===== src/rtl/tmcw_pkg.sv =====
// Shared constants, codes and controller/datapath interface types for the text console writer.
package tmcw_pkg;

    // Screen geometry
    localparam int COLUMNS       = 80;
    localparam int ROWS          = 25;
    localparam int CELL_COUNT    = COLUMNS * ROWS;
    localparam int LAST_ROW_BASE = (ROWS - 1) * COLUMNS;

    // Field and bus widths
    localparam int KIND_W   = 2;
    localparam int GLYPH_W  = 8;
    localparam int ATTR_W   = 8;
    localparam int NIBBLE_W = 4;
    localparam int INDEX_W  = 11;
    localparam int ROW_W    = 5;
    localparam int COL_W    = 7;
    localparam int CELL_W   = $clog2(CELL_COUNT);
    localparam int DATA_W   = GLYPH_W + ATTR_W;
    localparam int PADDR_W  = 3;
    localparam int PDATA_W  = 32;

    // Item kinds
    localparam logic [KIND_W-1:0] KIND_PUT   = 2'd0;
    localparam logic [KIND_W-1:0] KIND_CLEAR = 2'd1;
    localparam logic [KIND_W-1:0] KIND_READ  = 2'd2;

    // Character codes and reset colors
    localparam logic [GLYPH_W-1:0]  SPACE_CHAR   = 8'h20;
    localparam logic [GLYPH_W-1:0]  NEWLINE_CHAR = 8'h0A;
    localparam logic [NIBBLE_W-1:0] RESET_FG     = 4'hF;
    localparam logic [NIBBLE_W-1:0] RESET_BG     = 4'h0;

    // Register indexes (selected by paddr[2])
    localparam logic REG_FOREGROUND = 1'b0;
    localparam logic REG_BACKGROUND = 1'b1;

    // Controller states
    typedef enum logic [3:0] {
        ST_INIT,
        ST_IDLE,
        ST_EXEC,
        ST_SCROLL,
        ST_DRAIN,
        ST_BLANK,
        ST_TAIL,
        ST_CLEAR,
        ST_RESP
    } state_t;

    // Commands from controller to datapath
    typedef struct packed {
        logic latch;       // capture the accepted item
        logic exec;        // simple put: write and move cursor
        logic walk_clr;    // restart the store walk at cell zero
        logic fill;        // write a blank at the walk address, advance
        logic fill_reset;  // blank uses the reset color
        logic move;        // read one row ahead of the walk, advance
        logic tail;        // finish a put after scrolling
        logic read;        // read the addressed cell
        logic out_load;    // load the result register
    } dp_cmd_t;

    // Status from datapath to controller
    typedef struct packed {
        logic [KIND_W-1:0] kind;
        logic              need_scroll;
        logic              out_free;
        logic              fill_last;
        logic              move_last;
    } dp_stat_t;

endpackage


===== src/rtl/tmcw_ctrl.sv =====
// Controller state machine: sequences put, scroll, clear, read and the reset clearing pass.
module tmcw_ctrl
    import tmcw_pkg::*;
(
    input  logic     clk,
    input  logic     rst_n,
    input  logic     req_valid,
    output logic     req_ready,
    input  dp_stat_t stat,
    output dp_cmd_t  cmd
);

    state_t state_reg;
    state_t state_next;

    // Hold state
    always_ff @(posedge clk or negedge rst_n)
    begin
        if (!rst_n)
        begin
            state_reg <= ST_INIT;
        end
        else
        begin
            state_reg <= state_next;
        end
    end

    // Next state
    always_comb
    begin
        state_next = state_reg;
        case (state_reg)
            ST_INIT:
            begin
                if (stat.fill_last)
                begin
                    state_next = ST_IDLE;
                end
            end
            ST_IDLE:
            begin
                if (req_valid)
                begin
                    state_next = ST_EXEC;
                end
            end
            ST_EXEC:
            begin
                case (stat.kind)
                    KIND_PUT:
                    begin
                        if (stat.need_scroll)
                        begin
                            state_next = ST_SCROLL;
                        end
                        else if (stat.out_free)
                        begin
                            state_next = ST_IDLE;
                        end
                    end
                    KIND_CLEAR: state_next = ST_CLEAR;
                    KIND_READ:  state_next = ST_RESP;
                    default:
                    begin
                        if (stat.out_free)
                        begin
                            state_next = ST_IDLE;
                        end
                    end
                endcase
            end
            ST_SCROLL:
            begin
                if (stat.move_last)
                begin
                    state_next = ST_DRAIN;
                end
            end
            ST_DRAIN: state_next = ST_BLANK;
            ST_BLANK:
            begin
                if (stat.fill_last)
                begin
                    state_next = ST_TAIL;
                end
            end
            ST_TAIL: state_next = ST_RESP;
            ST_CLEAR:
            begin
                if (stat.fill_last)
                begin
                    state_next = ST_RESP;
                end
            end
            ST_RESP:
            begin
                if (stat.out_free)
                begin
                    state_next = ST_IDLE;
                end
            end
            default: state_next = ST_INIT;
        endcase
    end

    // Outputs
    always_comb
    begin
        cmd       = '0;
        req_ready = 1'b0;
        case (state_reg)
            ST_INIT:
            begin
                cmd.fill       = 1'b1;
                cmd.fill_reset = 1'b1;
            end
            ST_IDLE:
            begin
                req_ready = 1'b1;
                cmd.latch = req_valid;
            end
            ST_EXEC:
            begin
                case (stat.kind)
                    KIND_PUT:
                    begin
                        if (stat.need_scroll)
                        begin
                            cmd.walk_clr = 1'b1;
                        end
                        else if (stat.out_free)
                        begin
                            cmd.exec     = 1'b1;
                            cmd.out_load = 1'b1;
                        end
                    end
                    KIND_CLEAR: cmd.walk_clr = 1'b1;
                    KIND_READ:  cmd.read = 1'b1;
                    default:    cmd.out_load = stat.out_free;
                endcase
            end
            ST_SCROLL: cmd.move = 1'b1;
            ST_DRAIN:  cmd = '0;
            ST_BLANK:  cmd.fill = 1'b1;
            ST_TAIL:   cmd.tail = 1'b1;
            ST_CLEAR:  cmd.fill = 1'b1;
            ST_RESP:   cmd.out_load = stat.out_free;
            default:   cmd = '0;
        endcase
    end

endmodule


===== config.mk =====
export PLATFORM = sky130hd
export DESIGN_NAME = tmcw_ctrl
export DESIGN_NICKNAME = d
export VERILOG_FILES = /design/src/rtl/tmcw_pkg.sv /design/src/rtl/tmcw_ctrl.sv
export SDC_FILE = /design/constraint.sdc
export NUM_CORES = 1
export LEC_CHECK = 0
export ABC_AREA = 1
export ABC_CLOCK_PERIOD_IN_PS = 1300
export BUFFER_PORTS_ARGS = -buffer_cell sky130_fd_sc_hd__buf_4
export CAP_MARGIN = 20
export CORE_AREA = 2 2 39 41
export CTS_CLUSTER_DIAMETER = 60
export CTS_CLUSTER_SIZE = 24
export DETAILED_ROUTE_END_ITERATION = 6
export DIE_AREA = 0 0 41 43
export PLACE_DENSITY = 0.76
export SKIP_CTS_REPAIR_TIMING = 1
export SLEW_MARGIN = 20
export SYNTH_ARGS = -nofsm -noshare
export SYNTH_HDL_FRONTEND = slang
export SYNTH_SLANG_ARGS = --single-unit

===== constraint.sdc =====
create_clock -name clk -period 1.3 [get_ports clk]
set_clock_uncertainty 0.2 [all_clocks]
set_input_delay 0.26 -clock clk [delete_from_list [all_inputs] [get_ports clk]]
set_output_delay 0.26 -clock clk [all_outputs]
set_load 0.01 [all_outputs]

==> flow_summary_export.csv <==
group,metric,value,unit
placed_design,port_buffers,18,
min_path,whs_path_depth,4,
pwr,p_seq_share,13.1,%
yosys,syn_area_per_cell,6.05,µm²
global_routing,grt_pass1_wl,2300,µm
worst_setup_path,reg2reg_slack,-0.25,ns
final_layout,largest_reg_flops,4,
final_layout,drive_above_1_share,62.2,%
floorplanning,core-area,0.00138,mm²
yosys,syn_area,508,µm²
worst_setup_path,cp-startpoint,"state_reg[3]",
yosys,syn-instance-count,84,
drt,routed-via-count,710,
worst_setup_path,crit_fanout,3,
timing,slew_viol_final,0,
timing,setup_violations,14,
global_routing,grt_pass1_vias,606,
job,drv_cap,0,
worst_setup_path,startpoint_type,"flip-flop",
final_layout,diodes,0,
timing,tns,-4.98,ns
drt,drc,0,
yosys,yosysTopAreaCell,"dfrtp_1",
clock_network,clk_latency,0.24,ns
final_layout,final_cell_mix,"32 x buf_4, 15 x nand2_1, 11 x inv_1",
clock_network,cts_tree,"done",
min_path,hold_end,"state_reg[1]",
final_layout,syn_to_final_growth,95.3,%
yosys,synth_seq_cells,4,
floorplanning,io_pins,19,
min_path,worstHoldPathType,"in -> reg",
pwr,power.switching,0.00111,W
pwr,p_int,0.00117,W
drt,wl_per_cell,13.7,µm
drt,wl_met3,78,µm
pwr,power_density,2300,mW/mm²
timing,hold_violations,0,
timing,whs,0.129,ns
worst_setup_path,end_kind,"output pin",
worst_setup_path,rr_endpoint,"state_reg[1]",
drt,drt-total-wl,1960,µm
clock_network,clk_pin_slew,0.04,ns
global_routing,grt_usage,19.3,%
global_routing,grt_max_degree,7,
floorplanning,dieArea,0.00176,mm²
placed_design,post-dp-hpwl,1280,µm
drt,drtAntennaViolNets,0,
clock_network,h-tree-depth,1,
worst_setup_path,r2r_start,"state_reg[3]",
drt,highest_layer,"met4",
floorplanning,rows,14,
global_routing,antenna_found_initial,0,
outcome,violations,"negative setup slack",
final_layout,post-route-util,71.7,%
placed_design,gp_congestion,0.803,
worst_setup_path,reg2regPathDepth,9,
clock_network,cts_sinks,4,
timing,rsz0062_at_grt,"true",
clock_network,clk_root_buffer_cell,"clkbuf_4",
pwr,p_leak,0.518,nW
floorplanning,initial_core_util,36.7,%
worst_setup_path,critPathKind,"reg -> out",
yosys,synth_top_area_share,19.7,%
floorplanning,die_y,43,µm
clock_network,numCtsBuffers,3,
final_layout,fill_cells,102,
clock_network,clockBufferDepth,2,
worst_setup_path,cp.required,0.84,ns
yosys,ys_warn_count,0,
timing,period_minus_slack,1.77,ns
timing,fin_crit_sh,136,%
global_routing,grt_overflow,0,
timing,worst_slew_pin_slew,0.286,ns
final_layout,instances_no_fill,143,
yosys,synthTopCellsByArea,"dfrtp_1 20%, inv_1 13%, nand2_1 12%",
drt,firstDrtPassIters,4,
yosys,synth.distinct_cells,18,
timing,fin_ws,-0.470,ns
pwr,power_frac_comb,80.0,%
worst_setup_path,cp.arrival,1.31,ns
placed_design,post-place-ws,-0.257,ns
placed_design,dp.cells,135,
drt,via_per_inst,4.97,
drt,wl_met1,665,µm
yosys,seq_area_frac_synth,19.7,%
yosys,synth_fp_nets,93,
final_layout,final_common_cell,"buf_4",
final_layout,final_nets,138,
min_path,min_from,"stat[1]",
outcome,outcome,"finished with violations",
timing,slew_headroom,80.7,%
drt,dr_wl_met2,1150,µm
timing,max_freq,565,MHz
pwr,vdd_drop_max,1.15,mV
drt,first_iter_violations,10,
floorplanning,die_x,41,µm
pwr,power_frac_clock,6.9,%
pwr,p_sw_share,48.7,%
[final cells by class]
type                       count  area (µm²)  share of cell area [%]
clock buffer                   3        22.5                    2.27
inverter                      19        73.8                    7.44
timing repair buffer          42         360                    36.3
tap                           16        20.0                    2.02
sequential                     4         104                    10.5
multi-input combinational     59         412                    41.5
[power groups by stage]
stage                     Sequential [W]  Combinational (W)  Clock, W
after floorplan                 0.000228           0.000820         0
after global placement          0.000266            0.00132         0
after detailed placement        0.000273            0.00134         0
after CTS                       0.000273            0.00135  0.000166
after global routing            0.000301            0.00193  0.000176
final                           0.000300            0.00182  0.000157
[critical path, stage by stage (launching register included)]
cell,delay [ns]
dfrtp_2,0.43
nor2_4,0.15
inv_2,0.06
nor2_4,0.10
nand3_2,0.08
nor3_2,0.11
buf_4,0.14
[cells in the mapped netlist, drive strengths merged]
cell type  instances
nand2             21
inv               19
nor2              19
nand3              9
dfrtp              4
o21ai              4
buf                2
nand4              2
nor3               2
o22ai              2
[kinds of logic after synthesis]
family                 after synthesis  synth area share (%)
AOI/OAI and AO/OA                    6                  7.14
DFF                                  4                  19.7
and+or+nand+nor                     53                  54.2
buffers and inverters               21                  19.0
[routing by layer]
layer | GRT usage (%) | vias up
met5 | 0 | -
met4 | 11.3 | 0
li1 | - | 345
met3 | 3.14 | 6
met1 | 21.0 | 328
met2 | 32.5 | 31
[how the worst max path moves through the flow]
stage	to	slack (ns)
floorplan	cmd[7]	-0.17
CTS	cmd[7]	-0.52
finish	cmd[7]	-0.47
global placement	cmd[7]	-0.20
global route	cmd[7]	-0.57
detailed placement	cmd[7]	-0.26
[stage by stage]
| step | power, W | area [µm²] |
|---|---|---|
| after global routing | 0.00241 | 992 |
| after floorplan | 0.00105 | 534 |
| after global placement | 0.00159 | 822 |
| after detailed placement | 0.00162 | 822 |
| after CTS | 0.00179 | 845 |
| final | 0.00228 | 992 |
(Power assumes the default switching activity.)
